==> src/design/rrts_pkg.sv <==
// ---------------------------------------------------------------------------
// rrts_pkg
// types, slot state codes and operation codes for the thread scheduler
// ---------------------------------------------------------------------------
package rrts_pkg;

  typedef enum logic [2:0] {
    ST_FREE     = 3'd0,
    ST_READY    = 3'd1,
    ST_RUNNING  = 3'd2,
    ST_BLOCKED  = 3'd3,
    ST_SLEEPING = 3'd4,
    ST_DEAD     = 3'd5
  } slot_st_t;

  typedef enum logic [2:0] {
    FN_TICK  = 3'd0,
    FN_ADD   = 3'd1,
    FN_YIELD = 3'd2,
    FN_BLOCK = 3'd3,
    FN_WAKE  = 3'd4,
    FN_SLEEP = 3'd5,
    FN_EXIT  = 3'd6,
    FN_NONE  = 3'd7
  } func_t;

  localparam logic [0:0] CFG_QUANTUM = 1'b0;
  localparam logic [0:0] CFG_TPS     = 1'b1;
  localparam int unsigned MS_PER_SECOND = 1000;

  typedef struct packed {
    logic [2:0]  func;
    logic [3:0]  slot;
    logic [3:0]  queue_id;
    logic [31:0] delay_ms;
  } in_word_t;

  typedef struct packed {
    logic [3:0] running_slot;
    logic [3:0] previous_slot;
    logic       switched;
    logic [4:0] reaped_count;
    logic       status;
  } out_word_t;

  typedef enum logic [3:0] {
    S_IDLE, S_DECODE, S_MUL, S_DIV, S_WAKE, S_QWAKE, S_REAP, S_PICK, S_COMMIT, S_OUT
  } seq_st_t;

endpackage

==> src/design/rrts_div.sv <==
// ---------------------------------------------------------------------------
// rrts_div
// sleep length in ticks: ms times tick rate over 1000, by reciprocal multiply
// on one shared 32x32 multiplier, eight steps after start
// ---------------------------------------------------------------------------
module rrts_div
  import rrts_pkg::*;
(
  input  logic        clk,
  input  logic        rst_n,
  input  logic        start,
  input  logic [31:0] ms,
  input  logic [13:0] tps,
  output logic        done,
  output logic [45:0] quotient
);

  // 2^38 / 1000 rounded up: exact quotient for any 32-bit dividend
  localparam logic [31:0] RECIP_1000 = 32'h1062_4DD3;

  logic [31:0] ms_r, ms_nxt;
  logic [13:0] tps_r, tps_nxt;
  logic [2:0]  step_r, step_nxt;
  logic        busy_r, busy_nxt;
  logic        done_r, done_nxt;
  logic [63:0] prod_r, prod_nxt;
  logic [22:0] qm_r, qm_nxt;
  logic [9:0]  rm_r, rm_nxt;
  logic [13:0] ql_r, ql_nxt;
  logic [45:0] sum_r, sum_nxt;
  logic [31:0] mul_a, mul_b;
  logic [63:0] mul_p;

  assign mul_p    = 64'(mul_a) * 64'(mul_b);
  assign done     = done_r;
  assign quotient = sum_r;

  // ms*tps/1000 = (ms/1000)*tps + ((ms%1000)*tps)/1000
  always_comb begin
    ms_nxt   = ms_r;
    tps_nxt  = tps_r;
    step_nxt = step_r;
    busy_nxt = busy_r;
    done_nxt = 1'b0;
    prod_nxt = prod_r;
    qm_nxt   = qm_r;
    rm_nxt   = rm_r;
    ql_nxt   = ql_r;
    sum_nxt  = sum_r;
    mul_a    = '0;
    mul_b    = '0;
    if (start) begin
      ms_nxt   = ms;
      tps_nxt  = tps;
      step_nxt = '0;
      busy_nxt = 1'b1;
    end else if (busy_r) begin
      step_nxt = step_r + 3'd1;
      case (step_r)
        3'd0: begin
          mul_a    = ms_r;
          mul_b    = RECIP_1000;
          prod_nxt = mul_p;
        end
        3'd1: qm_nxt = prod_r[60:38];
        3'd2: begin
          mul_a    = 32'(qm_r);
          mul_b    = 32'(MS_PER_SECOND);
          prod_nxt = mul_p;
        end
        // remainder is below 1000, so ten bits carry it
        3'd3: rm_nxt = ms_r[9:0] - prod_r[9:0];
        3'd4: begin
          mul_a    = 32'(rm_r);
          mul_b    = 32'(tps_r);
          prod_nxt = mul_p;
        end
        3'd5: begin
          mul_a    = prod_r[31:0];
          mul_b    = RECIP_1000;
          prod_nxt = mul_p;
        end
        3'd6: begin
          ql_nxt   = prod_r[51:38];
          mul_a    = 32'(qm_r);
          mul_b    = 32'(tps_r);
          prod_nxt = mul_p;
        end
        3'd7: begin
          sum_nxt  = prod_r[45:0] + 46'(ql_r);
          busy_nxt = 1'b0;
          done_nxt = 1'b1;
        end
        default: ;
      endcase
    end
  end

  always_ff @(posedge clk) begin
    if (!rst_n) begin
      busy_r <= 1'b0;
      step_r <= '0;
      done_r <= 1'b0;
    end else begin
      busy_r <= busy_nxt;
      step_r <= step_nxt;
      done_r <= done_nxt;
    end
    ms_r   <= ms_nxt;
    tps_r  <= tps_nxt;
    prod_r <= prod_nxt;
    qm_r   <= qm_nxt;
    rm_r   <= rm_nxt;
    ql_r   <= ql_nxt;
    sum_r  <= sum_nxt;
  end

endmodule

==> src/design/round_robin_thread_scheduler_core.sv <==
// ---------------------------------------------------------------------------
// round_robin_thread_scheduler_core
// ring-based round-robin scheduler with time quantum, one slot per cycle walk
// ---------------------------------------------------------------------------
// usage: one input word per operation (tick, add, yield, block, wake queue,
// sleep, exit). each word gives exactly one result word.
// in_stall is high from acceptance until the sequencer is back in idle; one
// word is worked on at a time.
// path, from acceptance to out_valid: add and unknown codes go straight
// from decode to output; wake queue scans every slot; tick walks the ring
// for wakes and, with a pass, then does the reap walk and pick walk; yield,
// block and exit do the reap walk and pick walk; sleep first does the divide
// by 1000 on the shared multiplier, then the reap walk and pick walk.
// a new word is taken the cycle after its result is registered.
// the result sits in an output register; while out_stall holds it the next
// word is still taken and worked on, and its result waits in the last state
// until the register is free.
// reset: slot 0 running, idle slot ready, ring 0 -> idle -> 0, time zero,
// quantum 5, ticks per second 100. cfg writes are taken at any time but
// meant for idle periods only.
// ---------------------------------------------------------------------------
module round_robin_thread_scheduler_core
  import rrts_pkg::*;
#(
  parameter int SLOTS     = 16,
  parameter int QUEUES    = 16,
  parameter int IDLE_SLOT = 1
) (
  input  logic      clk,
  input  logic      rst_n,
  input  logic      in_valid,
  output logic      in_stall,
  input  in_word_t  in_data,
  output logic      out_valid,
  input  logic      out_stall,
  output out_word_t out_data,
  input  logic      cfg_we,
  input  logic      cfg_index,
  input  logic [13:0] cfg_wdata
);

  localparam int SW = (SLOTS > 1) ? $clog2(SLOTS) : 1;
  localparam int QW = (QUEUES > 1) ? $clog2(QUEUES) : 1;
  localparam int CW = $clog2(SLOTS + 1);
  localparam logic [SW-1:0] IDLE_IDX = SW'(IDLE_SLOT % SLOTS);

  slot_st_t      st_r   [SLOTS];
  logic [SW-1:0] nxt_r  [SLOTS];
  logic [63:0]   wake_r [SLOTS];
  logic [QW-1:0] wq_r   [SLOTS];

  logic [7:0]  quantum_r;
  logic [13:0] tps_r;
  logic [SW-1:0] run_r, before_r, prev_r, t_r, pick_r;
  logic [7:0]  left_r;
  logic [63:0] time_r;
  logic [CW-1:0] guard_r, freed_r;
  logic        found_r;
  logic        status_r;
  in_word_t    cmd_r;
  out_word_t   out_r;
  logic        out_valid_r;
  logic        out_load;
  seq_st_t     seq_r, seq_nxt;
  logic        div_start;
  logic        div_done;
  logic [45:0] div_q;
  logic [QW-1:0] qid;
  logic [QW-1:0] qmod_tab [16];

  // queue number folded into range, one entry per possible queue_id
  always_comb begin
    for (int i = 0; i < 16; i++) qmod_tab[i] = QW'(i % QUEUES);
  end

  assign qid = qmod_tab[cmd_r.queue_id];

  rrts_div u_div (
    .clk(clk), .rst_n(rst_n), .start(div_start), .ms(cmd_r.delay_ms), .tps(tps_r),
    .done(div_done), .quotient(div_q)
  );

  assign in_stall  = (seq_r != S_IDLE);
  assign out_valid = out_valid_r;
  assign out_data  = out_r;
  assign out_load  = (seq_r == S_OUT) && (!out_valid_r || !out_stall);

  logic add_ok;
  assign add_ok = (32'(cmd_r.slot) < SLOTS) && (st_r[SW'(cmd_r.slot)] == ST_FREE);

  logic needs_pass;
  assign needs_pass = (cmd_r.func != FN_TICK) || (left_r <= 8'd1);

  always_comb begin
    seq_nxt   = seq_r;
    div_start = 1'b0;
    unique case (seq_r)
      S_IDLE:   if (in_valid && !in_stall) seq_nxt = S_DECODE;
      S_DECODE: begin
        unique case (func_t'(cmd_r.func))
          FN_TICK:  seq_nxt = S_WAKE;
          FN_SLEEP: seq_nxt = S_MUL;
          FN_WAKE:  seq_nxt = S_QWAKE;
          FN_YIELD, FN_BLOCK, FN_EXIT: seq_nxt = S_REAP;
          default:  seq_nxt = S_OUT;
        endcase
      end
      S_MUL:    begin seq_nxt = S_DIV; div_start = 1'b1; end
      S_DIV:    if (div_done) seq_nxt = S_REAP;
      S_WAKE:   if (32'(guard_r) == SLOTS - 1 || nxt_r[t_r] == run_r)
                  seq_nxt = needs_pass ? S_REAP : S_OUT;
      S_QWAKE:  if (32'(guard_r) == SLOTS - 1) seq_nxt = S_OUT;
      S_REAP:   if (t_r == run_r || 32'(guard_r) == SLOTS) seq_nxt = S_PICK;
      S_PICK:   if (found_r || t_r == run_r || 32'(guard_r) == SLOTS)
                  seq_nxt = S_COMMIT;
      S_COMMIT: seq_nxt = S_OUT;
      S_OUT:    if (out_load) seq_nxt = S_IDLE;
      default:  seq_nxt = S_IDLE;
    endcase
  end

  always_ff @(posedge clk) begin
    if (!rst_n) begin
      seq_r       <= S_IDLE;
      out_valid_r <= 1'b0;
      quantum_r   <= 8'd5;
      tps_r       <= 14'd100;
      run_r       <= '0;
      left_r      <= 8'd5;
      time_r      <= '0;
      for (int i = 0; i < SLOTS; i++) begin
        if (i == 0)                  st_r[i] <= ST_RUNNING;
        else if (SW'(i) == IDLE_IDX) st_r[i] <= ST_READY;
        else                         st_r[i] <= ST_FREE;
        nxt_r[i]  <= (i == 0) ? IDLE_IDX : '0;
        wake_r[i] <= '0;
        wq_r[i]   <= '0;
      end
    end else begin
      seq_r <= seq_nxt;
      if (cfg_we) begin
        if (cfg_index == CFG_QUANTUM) quantum_r <= cfg_wdata[7:0];
        else                          tps_r     <= cfg_wdata;
      end
      if (out_load) out_valid_r <= 1'b1;
      else if (out_valid_r && !out_stall) out_valid_r <= 1'b0;
      unique case (seq_r)
        S_IDLE: if (in_valid && !in_stall) begin
          cmd_r    <= in_data;
          before_r <= run_r;
          freed_r  <= '0;
          guard_r  <= '0;
          t_r      <= run_r;
          found_r  <= 1'b0;
          status_r <= 1'b0;
        end
        S_DECODE: begin
          prev_r  <= run_r;
          t_r     <= (cmd_r.func == FN_TICK) ? run_r : nxt_r[run_r];
          guard_r <= '0;
          unique case (func_t'(cmd_r.func))
            FN_TICK: time_r <= time_r + 64'd1;
            FN_ADD: begin
              if (add_ok) begin
                nxt_r[SW'(cmd_r.slot)] <= nxt_r[run_r];
                nxt_r[run_r]          <= SW'(cmd_r.slot);
                st_r[SW'(cmd_r.slot)] <= ST_READY;
              end else status_r <= 1'b1;
            end
            FN_BLOCK: begin
              wq_r[run_r] <= qid;
              st_r[run_r] <= ST_BLOCKED;
            end
            FN_EXIT: if (run_r != IDLE_IDX) st_r[run_r] <= ST_DEAD;
            default: ;
          endcase
        end
        S_MUL: ;
        S_DIV: if (div_done) begin
          // sleep is at least one tick when nonzero
          wake_r[run_r] <= time_r + ((div_q == '0 && cmd_r.delay_ms != '0) ?
                           64'd1 : 64'(div_q));
          st_r[run_r]   <= ST_SLEEPING;
        end
        S_WAKE: begin
          if (st_r[t_r] == ST_SLEEPING && time_r >= wake_r[t_r]) st_r[t_r] <= ST_READY;
          if (seq_nxt == S_WAKE) begin
            t_r     <= nxt_r[t_r];
            guard_r <= guard_r + CW'(1);
          end else if (needs_pass) begin
            left_r  <= 8'd0;
            t_r     <= nxt_r[run_r];
            prev_r  <= run_r;
            guard_r <= '0;
          end else left_r <= left_r - 8'd1;
        end
        S_QWAKE: begin
          if (st_r[guard_r[SW-1:0]] == ST_BLOCKED && wq_r[guard_r[SW-1:0]] == qid)
            st_r[guard_r[SW-1:0]] <= ST_READY;
          guard_r <= guard_r + CW'(1);
        end
        S_REAP: begin
          if (t_r == run_r || 32'(guard_r) == SLOTS) begin
            t_r     <= nxt_r[run_r];
            guard_r <= '0;
          end else begin
            guard_r <= guard_r + CW'(1);
            if (st_r[t_r] == ST_DEAD) begin
              // unlink and retry from the same predecessor
              nxt_r[prev_r] <= nxt_r[t_r];
              st_r[t_r]     <= ST_FREE;
              freed_r       <= freed_r + CW'(1);
              t_r           <= nxt_r[t_r];
            end else begin
              prev_r <= t_r;
              t_r    <= nxt_r[t_r];
            end
          end
        end
        S_PICK: begin
          if (t_r != run_r && 32'(guard_r) != SLOTS && t_r != IDLE_IDX &&
              st_r[t_r] == ST_READY) begin
            found_r <= 1'b1;
            pick_r  <= t_r;
          end else if (t_r == run_r || 32'(guard_r) == SLOTS) begin
            pick_r <= (st_r[run_r] == ST_RUNNING) ? run_r : IDLE_IDX;
          end else begin
            t_r     <= nxt_r[t_r];
            guard_r <= guard_r + CW'(1);
          end
        end
        S_COMMIT: begin
          left_r <= quantum_r;
          if (pick_r == run_r) st_r[run_r] <= ST_RUNNING;
          else begin
            if (st_r[run_r] == ST_RUNNING) st_r[run_r] <= ST_READY;
            st_r[pick_r] <= ST_RUNNING;
            run_r        <= pick_r;
          end
        end
        S_OUT: if (out_load) begin
          out_r.running_slot  <= 4'(run_r);
          out_r.previous_slot <= 4'(before_r);
          out_r.switched      <= run_r != before_r;
          out_r.reaped_count  <= 5'(freed_r);
          out_r.status        <= status_r;
        end
        default: ;
      endcase
    end
  end

  a_no_accept_busy: assert property (@(posedge clk) disable iff (!rst_n)
    (seq_r != S_IDLE) |-> in_stall) else $error("accept while busy");
  a_out_once: assert property (@(posedge clk) disable iff (!rst_n)
    (seq_r == S_OUT) |=> out_valid) else $error("result not raised");
  a_running: assert property (@(posedge clk) disable iff (!rst_n)
    (seq_r == S_IDLE) |-> (st_r[run_r] == ST_RUNNING || st_r[run_r] == ST_BLOCKED ||
     st_r[run_r] == ST_SLEEPING || st_r[run_r] == ST_DEAD))
    else $error("current slot in bad state");

endmodule
==> config.mk <==
export PLATFORM = sky130hd
export DESIGN_NAME = round_robin_thread_scheduler_core
export DESIGN_NICKNAME = d
export VERILOG_FILES = /design/src/design/rrts_pkg.sv /design/src/design/rrts_div.sv /design/src/design/round_robin_thread_scheduler_core.sv
export SDC_FILE = /design/constraint.sdc
export NUM_CORES = 2
export LEC_CHECK = 0
export BUFFER_PORTS_ARGS = -buffer_cell sky130_fd_sc_hd__buf_2
export CAP_MARGIN = 5
export CELL_PAD_IN_SITES_DETAIL_PLACEMENT = 0
export CELL_PAD_IN_SITES_GLOBAL_PLACEMENT = 1
export CORE_MARGIN = 2
export CORE_UTILIZATION = 53
export DETAILED_ROUTE_END_ITERATION = 10
export PLACE_DENSITY = 0.84
export SLEW_MARGIN = 30
export SYNTH_ARGS = -nofsm -noshare
export SYNTH_HDL_FRONTEND = slang
export SYNTH_SLANG_ARGS = --single-unit
==> constraint.sdc <==
create_clock -name clk -period 12.8 [get_ports clk]
set_clock_uncertainty 0.15 [all_clocks]
set_input_delay 2.56 -clock clk [delete_from_list [all_inputs] [get_ports clk]]
set_output_delay 2.56 -clock clk [all_outputs]
set_load 0.005 [all_outputs]
==> flow_summary.json <==
{
  "crit_path_frequent_cell": "fa_1",
  "grt.total_usage": 0.3111,
  "worst_pin_slew_ns": 1.110,
  "cts_resized": 0,
  "dr.max_layer_used": "met5",
  "seq_area_mm2": 0.04664,
  "dp_hpwl_um": 193000,
  "post-route-drc-count": 0,
  "wirelength_met1_um": 114300,
  "hold_end": "u_div.qm_r[14]",
  "r2r-start": "u_div.step_r[0]",
  "ys_async_sr_fraction": 0,
  "die_h_um": 430.8,
  "cellLeakagePower_nw": 42.84,
  "ant_nets": 0,
  "drtIter0Drc": 8335,
  "cp-end-kind": "register",
  "cts_buffers": 161,
  "hold_class": "register to register",
  "cts_root_buf": "clkbuf_16",
  "start_util": 0.5337,
  "clk_pin_slew_worst_paths_ns": 0.06,
  "slowest_stage": "a21oi_4",
  "viasPerCell": 6.214,
  "wl_per_cell_um": 27.26,
  "ys_seq_area_frac": 0.4829,
  "rsz0062_at_grt": "no",
  "maxCapViolCount": 0,
  "fin_nets": 9110,
  "place_congestion": 0.9834,
  "cp.arrival_ns": 11.68,
  "die-width_um": 430.8,
  "cts.sinks": 1610,
  "wl_um": 288700,
  "tritoncts": "yes",
  "synth_area_leaders": "edfxtp_1, fa_1, mux4_2, ha_1, nor2_1",
  "yosysWarnings": 0,
  "hold_buffers": 0,
  "min_from": "u_div.prod_r[52]",
  "syn_to_final_growth_pct": 8.723,
  "timing.rr.end": "u_div.prod_r[57]",
  "met3_length_um": 29130,
  "yosysUniqueCellTypes": 96,
  "finalCritPeriodShare": 0.8818,
  "synth_top_cell_area_share": 0.4472,
  "peakVddDrop_v": 0.0001642,
  "numPortBuffers": 79,
  "syn_inst": 8201,
  "period_minus_slack_ns": 11.29,
  "synth_edf_count": 1438,
  "cts_buffer_depth": 3,
  "route.met2.wl_um": 133800,
  "die-area_mm2": 0.1856,
  "syn_area_mm2": 0.09656,
  "synthFlopType": "edfxtp_1",
  "worstSetupPathType": "register to register",
  "min_delay_path_depth": 0,
  "p_per_area_mw_per_mm2": 170.6,
  "fin_tns_setup_ns": 0,
  "post-synth-top-area-cell": "edfxtp_1",
  "antenna_found_initial": 9,
  "drv_slew": 0,
  "rows": 156,
  "critPathRequiredTime_ns": 13.20,
  "grt_max_degree": 123,
  "synth_nets": 9227,
  "layout_commonest_cell": "nor2_1",
  "r2r_setup_slack_ns": 1.51,
  "multiInputGateArea_mm2": 0.04527,
  "synth_seq_cells": 1610,
  "cp_max_fo": 31,
  "clk_latency_ns": 0.81,
  "drive_gt1_frac": 0.1213,
  "slew_headroom": 0.2568,
  "fmax_mhz": 88.59,
  "layout_common_cells": "nor2_1, edfxtp_1, inv_1",
  "p_total_mw": 17.91,
  "setup_viol_count_final": 0,
  "reg2regPathDepth": 33,
  "gr-total-overflow": 0,
  "io_pins": 80,
  "num-fill-cells": 14570,
  "num_vias": 65800,
  "htreeDepth": 4,
  "firstDrtPassIters": 6,
  "core_mm2": 0.1809,
  "post_cts_buffers": 0,
  "critical_path.max_stage_delay_ns": 0.84,
  "grt_pass1_wl_um": 426000,
  "synth.avg_cell_area_um2": 11.77,
  "start_kind": "register",
  "grt_pass1_vias": 65490,
  "status": "finished clean",
  "hold_viol": 0
}
[critical path: cells and delay by family (launching register included)]
family                     cells  cell delay, ns
DFF                            1            0.35
and+or+nand+nor                5            1.11
buffers and inverters          7            0.73
xor gates and xnor gates       1            0.11
AOI/OAI and AO/OA             10            3.67
adders and majority gates     10            4.87
[cells in the mapped netlist, types with 10 or more instances]
library cell,instances
nor2_1,1499
edfxtp_1,1438
inv_1,866
nand2_1,587
fa_1,495
ha_1,468
clkbuf_1,424
mux4_2,388
a21oi_1,244
dfxtp_1,172
and3_1,127
o21ai_0,122
xor2_1,118
xnor2_1,116
nand3_1,105
a21o_1,98
nor3_1,77
nand2b_1,73
nand4_1,66
a22o_1,65
buf_1,48
mux2i_1,42
nor4_1,38
or3_1,36
a31oi_1,30
nor2b_1,28
o211ai_1,26
buf_2,25
and2_1,23
nand3b_1,21
o21bai_1,20
a211oi_1,19
a22oi_1,19
a221oi_1,17
mux2_2,17
o21a_1,17
and3b_1,16
o31ai_1,16
and2_0,12
nor3b_1,11
nor4b_1,11
o21ai_1,11
a222oi_1,10
nand4b_1,10
[cells by family after synthesis]
logic type                 share of synthesized area
and+or+nand+nor                               0.1261
DFF                                           0.4829
buffers and inverters                        0.05446
adders and majority gates                     0.1633
AOI/OAI and AO/OA                            0.05309
muxes                                        0.09765
xor gates and xnor gates                     0.02257
[flip-flops by register name, indices dropped and copies added, names as in the netlist, 5 cells and up, named ones only]
| signal | cells |
|---|---|
| u_div.ql_r | 14 |
| u_div.rm_r | 10 |
| st_r | 48 |
| u_div.qm_r | 23 |
| wake_r | 1024 |
| quantum_r | 8 |
| out_data | 15 |
| u_div.tps_r | 14 |
| u_div.prod_r | 61 |
| left_r | 8 |
| u_div.quotient | 46 |
| nxt_r | 64 |
| guard_r | 5 |
| wq_r | 64 |
| time_r | 64 |
| freed_r | 5 |
| tps_r | 14 |
| cmd_r | 43 |
| u_div.ms_r | 32 |
[report_power, final]
part | total [mW] | switching (mW) | internal (mW)
sequential | 6.58 | 0.424 | 6.15
combinational | 6.56 | 3.96 | 2.60
clock | 4.77 | 2.05 | 2.72
total | 17.9 | 6.43 | 11.5
[worst max-delay path by stage]
stage,depth (start not counted),to,slack (ns),start
2_1_floorplan,35,u_div.prod_r[59],3.28,u_div.step_r[1]
3_3_place_gp,35,u_div.prod_r[59],1.59,u_div.step_r[0]
3_5_place_dp,33,u_div.prod_r[59],1.39,u_div.step_r[0]
4_1_cts,33,u_div.prod_r[59],1.39,u_div.step_r[0]
5_1_grt,31,u_div.prod_r[57],0.83,u_div.step_r[0]
6_report,33,u_div.prod_r[57],1.51,u_div.step_r[0]
[layout make-up]
cell class / instances / share of cell area
inverter: 870 / 0.03115
tap: 2370 / 0.02825
timing repair buffer: 226 / 0.01509
sequential: 1610 / 0.4443
clock buffer: 214 / 0.04184
multi-input combinational: 5215 / 0.4312
clock inverter: 78 / 0.007997
antenna: 7 / 0.0001669
[per-layer routing]
metal,vias up,track usage
met5,-,0
met4,2,0.1152
met3,598,0.05328
met2,3737,0.4903
met1,33210,0.4365
li1,28260,-
[through the flow]
stage            util  setup WS [ns]  hold WS (ns)  cell area (um2)  cells
2_1_floorplan       -          3.276        0.2503            96560   8201
3_3_place_gp   0.5496          1.589        0.2567            99440  10290
3_5_place_dp   0.5508          1.386        0.2545            99670  10290
4_1_cts        0.5798          1.386        0.2687           104900  10580
5_1_grt        0.5802         0.8316        0.2838           105000  10590
6_report       0.5802          1.512        0.2689           105000  10590
Note: power is estimated with default switching activity, not from simulation.
